$ cat config.mk
export PLATFORM = sky130hd
export DESIGN_NAME = gmf_window
export DESIGN_NICKNAME = d
export VERILOG_FILES = /design/src/rtl/gmf_pkg.sv /design/src/rtl/gmf_window.sv
export SDC_FILE = /design/constraint.sdc
export NUM_CORES = 1
export LEC_CHECK = 0
export ABC_AREA = 0
export BUFFER_PORTS_ARGS = -buffer_cell sky130_fd_sc_hd__clkbuf_2
export CAP_MARGIN = 20
export CORE_MARGIN = 2
export CORE_UTILIZATION = 51
export DETAILED_ROUTE_END_ITERATION = 7
export GPL_ROUTABILITY_DRIVEN = 0
export GPL_TIMING_DRIVEN = 0
export MAX_ROUTING_LAYER = met4
export PLACE_DENSITY = 0.74
export SYNTH_ARGS = -nofsm -noshare
export SYNTH_HDL_FRONTEND = slang
export SYNTH_SLANG_ARGS = --single-unit
export TNS_END_PERCENT = 20
$ cat constraint.sdc
create_clock -name clock -period 3.42 [get_ports clock]
set_input_delay 0.342 -clock clock [delete_from_list [all_inputs] [get_ports clock]]
set_output_delay 0.342 -clock clock [all_outputs]
set_load 0.03 [all_outputs]
$ cat src/rtl/gmf_pkg.sv
`default_nettype none

package gmf_pkg;

   // fixed field widths of the ports
   localparam int ROWS_W     = 12;
   localparam int COLS_REG_W = 9;
   localparam int CSR_W      = 12;
   localparam int PEAK_COL_W = 8;

   // configuration register indexes
   localparam logic CSR_GRID_ROWS = 1'b0;
   localparam logic CSR_GRID_COLS = 1'b1;

   // input opcodes
   localparam logic OP_SAMPLE = 1'b0;
   localparam logic OP_DRAIN  = 1'b1;

   // control that goes with one decision through the window stage
   typedef struct packed {
      logic live;       // stage holds an item
      logic dec;        // a cell is decided
      logic pre;        // capture column zero of the row just finished
      logic first;      // decided cell is in column zero
      logic cols_one;   // single column grid
      logic has_up;
      logic has_down;
      logic has_left;
      logic has_right;
   } gmf_probe_type;

endpackage

`default_nettype wire

$ cat src/rtl/gmf_window.sv
`default_nettype none

module gmf_window
   import gmf_pkg::*;
#(
   parameter int SAMPLE_BITS = 16
) (
   input  wire logic                          clock,
   input  wire logic                          step,
   input  wire gmf_probe_type                 probe,
   input  wire logic signed [SAMPLE_BITS-1:0] rd_right,
   input  wire logic signed [SAMPLE_BITS-1:0] rd_up,
   input  wire logic signed [SAMPLE_BITS-1:0] down,
   output logic                               peak
);

   // cells of the row above the incoming one: next row start, right, centre
   logic signed [SAMPLE_BITS-1:0] start_ff;
   logic signed [SAMPLE_BITS-1:0] right_ff;
   logic signed [SAMPLE_BITS-1:0] centre_ff;
   logic signed [SAMPLE_BITS-1:0] centre_now;
   logic                          up_ok;
   logic                          down_ok;
   logic                          left_ok;
   logic                          right_ok;

   // the old right cell becomes the centre, the old centre is the left neighbor
   assign centre_now = probe.first ? start_ff : right_ff;
   assign up_ok      = !probe.has_up    || (rd_up     <= centre_now);
   assign down_ok    = !probe.has_down  || (down      <= centre_now);
   assign left_ok    = !probe.has_left  || (centre_ff <= centre_now);
   assign right_ok   = !probe.has_right || (rd_right  <= centre_now);

   assign peak = probe.live && probe.dec && up_ok && down_ok && left_ok && right_ok;

   always_ff @(posedge clock) begin
      if (step) begin
         if (probe.dec) begin
            centre_ff <= centre_now;
            right_ff  <= rd_right;
         end
         if (probe.pre) begin
            start_ff <= probe.cols_one ? down : rd_right;
         end
      end
   end

endmodule

`default_nettype wire

Yosys cells after proc, flatten, opt, wreduce, memory -nomap -nowiden
Cells that the tools add are included.

Add/subtract/negate cells: 0. Equal/unequal tests: 0. Shift-type cells: 0. $mul: 0. Div/mod/pow operators: 0. Reduce and logical (&&, ||, !) cells: 15. Muxes and demuxes: 2. Bitwise operators: 0. Order comparisons: 4.

Operators with widths (count): less-or-equal comparator 16 bit (4); two-way mux 16 bit (2); logical AND 1 bit (5); zero test 1 bit (4); logical OR 1 bit (4); AND reduction 2 bit (2).

Bits in latches: 0. Output and inout port bits: 1. Word-level logic and storage cells: 24. Input port bits: 59. Register bits: 48. ROM bits: 0. Memories kept: 0. Bits in writable memories: 0.

Longest topological paths before layout
Depth after elaboration: 7. Depth in mapped cells: 11. Depth with buffers taken out: 9.

Least setup slack after synthesis
Ideal clock, no wire load.

Kind: input port to output port. From: input probe[5] (netlist name). To: output peak. Cell stages on the path: 11. Arrival: 3.240 ns. Required time: 3.078 ns. Path buffers: 2. Path slack: -0.162 ns. Cells stage by stage: clkbuf_1 -> buf_2 -> mux2i_1 -> ha_1 -> and3_1 -> nand3_2 -> a211oi_1 -> a211oi_1 -> mux2_4 -> a2111oi_4 -> and3_1.

Longest elaborated chain between the ends: 7. Elaborated cells on any way between the ends: 13. Classes of those cells: order compare (4); mux (1); reduce/logical (8).

Ends and longest elaborated chain: start: declaration (RTL line gmf_window.sv:10) `input wire gmf_probe_type probe,`; two-way mux 16 bit * (RTL line gmf_window.sv:28) `assign centre_now = probe.first ? start_ff : right_ff;`; less-or-equal comparator 16 bit (RTL line gmf_window.sv:29) `assign up_ok = !probe.has_up || (rd_up <= centre_now);`; logical OR 1 bit (RTL line gmf_window.sv:29); logical AND 1 bit (3 in a row) (RTL line gmf_window.sv:34) `assign peak = probe.live && probe.dec && up_ok && down_ok && left_ok && right_ok;`; logical AND 1 bit * (RTL line gmf_window.sv:34); end: declaration (RTL line gmf_window.sv:14) `output logic peak`.

Mark *: on every way between the ends. The rest lies on a longest branch, timed or not.

Worst setup path in the final report
Same ends and word-level chain as after synthesis.

==> metrics.csv <==
metric;value;unit
grt_util_all_layers;0.222;
synth_top_family_by_area;adder cells;
first_pass_iters;4;
critPathKind;in2out;
layout.area.seq;1440;um2
grt_antenna_before_repair;0;
clock_group_share_of_total_power;0.228;
area_of_the_mapped_netlist;3330;um2
layout.cells.most_common_list;ha_1 (63), clkbuf_2 (56), edfxtp_1 (48);
synth_simple_gate_area_share;0.0816;
io-pin-count;60;
clock_tree.root_cell;clkbuf_8;
die-area;7190;um2
post_cts_clock_slew_at_the_launch_and_capture_registers_of_the_worst_setup_and_hold_paths;90;ps
dp_cells;413;
synthToLayoutAreaGrowth;22.3;%
post_route_antenna_net_violation_count;0;
path_max_fanout;8;
hold_class;in2reg;
tightestPinTransition;938;ps
cts_tree;yes;
mostFrequentLayoutCell;ha_1;
floorplan.die.height;84.8;um
postSynthRegisterBits;48;
max_stage_delay;600;ps
vias_after_detailed_routing;2451;
total_detailed_routing_wirelength;7440;um
die_x;84.8;um
layout_min_cycle_time;3330;ps
wl_per_cell;17.4;um
synth-warning-count;0;
syn_nets;402;
adder_cell_area_share_of_the_yosys_netlist;0.241;
critPathCaptureType;primary output;
final-hold-violation-count;0;
drt-vias-per-instance;5.73;
xor_xnor_portion_of_the_synthesized_cell_area;0;
start_util;0.527;
run_status;finished, final reports clean;
critical_path.n_buffers_inverters;4;
drive_above_1_share;0.328;
final-max-slew-violation-count;0;
antennaDiodeCount;0;
yosysUniqueCellTypes;38;
cts_made_buffers;5;
grt_start_max_net_pins;33;
final.setup_skew;5.92;ps
first_global_vias;2512;
slew_headroom;0.375;
worst_skew_pair.late_latency;300;ps
design.core.area;6310;um2
cts.path.max_buffers;2;
synth.mux.area_fraction;0.104;
cell_count_after_synthesis;279;
critical_path.cell_chain;buf_8, buf_12, mux2i_4, buf_4, ha_1, nand4_1, or4_4, a21oi_2, nor3_1, a31oi_1, o21ai_0, and3_2, clkbuf_4;
dp_hpwl;5460;um
p_sw;419;uW
postCtsHoldBufs;0;
ir_drop_worst_vdd;244;uV
postSynthAreaPerCell;11.9;um2
achievable-frequency;300;MHz
worstPathRequired;3080;ps
critical_path_cell_with_the_highest_stage_delay;or4_4;
sequential_area_share_after_synthesis;0.433;
max_cap_violations;0;
grt.overflow.total;0;
drt_first_iter_violations;128;
power.density_cell_area;353;nW/um2
clock_sinks;48;
placement_rows;29;
multi_input_comb_area;1960;um2
buffer_ports.inserted;57;
static-leakage-power;0.00177;uW
grt_first_pass_wirelength;12000;um
cts-htree-levels;2;
post-route-period-util;0.975;
p_int;1020;uW
setup_violators_final;0;
p_comb_frac;0.277;
seq_power_share;0.495;
worst_hold_slack;240;ps
post-route-drc-count;0;
path_delay_family;simple AND/OR/NAND/NOR gates;
fillers;503;
final_net_count;473;
finish.cell_count_without_fillers;428;
compound_gate_fraction_of_synth_area;0.110;
setup.worst_path.start_class;primary input;
switching_part_of_the_total;0.292;
worst_ep_arrival_time;2990;ps
## registers in the layout, summed over array words and instances (netlist names)
| register | flops |
|---|---|
| centre_ff | 16 |
| right_ff | 16 |
| start_ff | 16 |
## routing by layer
| metal | track usage | vias up | share of wire | wire, um |
|---|---|---|---|---|
| li1 | - | 1214 | - | - |
| met1 | 0.285 | 1148 | 0.44 | 3250 |
| met2 | 0.364 | 81 | 0.50 | 3700 |
| met3 | 0.0403 | 8 | 0.054 | 405 |
| met4 | 0.0606 | 0 | 0.012 | 89 |
| met5 | - | - | 0 | 0 |
## repair_timing
item	CTS	global route
endpoints found under the setup margin	1	1
buffers inserted	5	1
pin swaps	1	0
gates cloned	0	1
gates resized for setup	22	14
## logic make-up after synthesis
logic type                 count (synthesis)
and+or+nand+nor                           50
adders and majority gates                 64
buffers and inverters                     27
AOI/OAI and AO/OA                         58
DFF                                       48
muxes                                     32
## area by class of cell
class	instances	area share
Multi-Input combinational cell	204	0.482
Sequential cell	48	0.354
Timing Repair Buffer	64	0.0879
Tap cell	77	0.0237
Inverter	23	0.0212
Clock buffer	5	0.0169
Buffer	4	0.0105
Clock inverter	3	0.00338
## power by group through the flow
| stage | Clock (uW) | Sequential (uW) | Combinational [uW] |
|---|---|---|---|
| floorplan | 0 | 712 | 237 |
| global placement | 0 | 713 | 336 |
| detailed placement | 0 | 715 | 350 |
| CTS | 330 | 708 | 378 |
| global route | 348 | 714 | 452 |
| finish | 327 | 711 | 397 |
## path summary, 6_finish.rpt
kind / startpoint / end / depth (start not counted) / slack, ps
setup / recovery: probe[5] / peak / 13 / 90
hold / removal: rd_right[0] / right_ff[0] / 1 / 240
setup reg to reg: start_ff[5] / centre_ff[5] / 3 / 2300
hold reg to reg: start_ff[10] / centre_ff[10] / 2 / 620
## metrics by stage
| step | total power [uW] | TNS (ps) | utilization | worst slack [ps] | cell area (um2) |
|---|---|---|---|---|---|
| after global routing | 1510 | -12.2 | 0.644 | -12.2 | 4070 |
| after global placement | 1050 | -532 | 0.590 | -532 | 3730 |
| final | 1440 | 0 | 0.644 | 85.7 | 4070 |
| after detailed placement | 1060 | -504 | 0.591 | -504 | 3730 |
| after CTS | 1420 | 0 | 0.627 | 29.0 | 3960 |
| after floorplan | 949 | 0 | - | 5.17 | 3350 |
## synth_stat cells (all sizes together)
cell | number | share of area
edfxtp | 48 | 0.43
inv | 23 | 0.026
a211oi | 3 | 0.0068
mux2i | 15 | 0.045
o21ai | 12 | 0.018
and3 | 3 | 0.0056
nor3b | 1 | 0.0023
nor3 | 2 | 0.0045
ha | 64 | 0.24
clkbuf | 2 | 0.0023
nand3 | 4 | 0.0075
nor4 | 1 | 0.0019
and4 | 2 | 0.0053
nand2 | 15 | 0.017
o211ai | 2 | 0.0045
or4 | 1 | 0.0023
nand2b | 2 | 0.0038
a211o | 1 | 0.0026
a21o | 6 | 0.014
a311o | 1 | 0.0030
a2111oi | 1 | 0.0083
a21oi | 25 | 0.038
buf | 2 | 0.0026
o21a | 2 | 0.0045
nor2 | 6 | 0.0068
a221oi | 1 | 0.0026
o31ai | 1 | 0.0023
and2 | 2 | 0.0038
mux2 | 17 | 0.059
nand3b | 1 | 0.0023
a21boi | 1 | 0.0023
a31oi | 2 | 0.0038
nand4 | 8 | 0.015
nor2b | 2 | 0.0038
No activity file was read; power rests on OpenSTA's default activity.
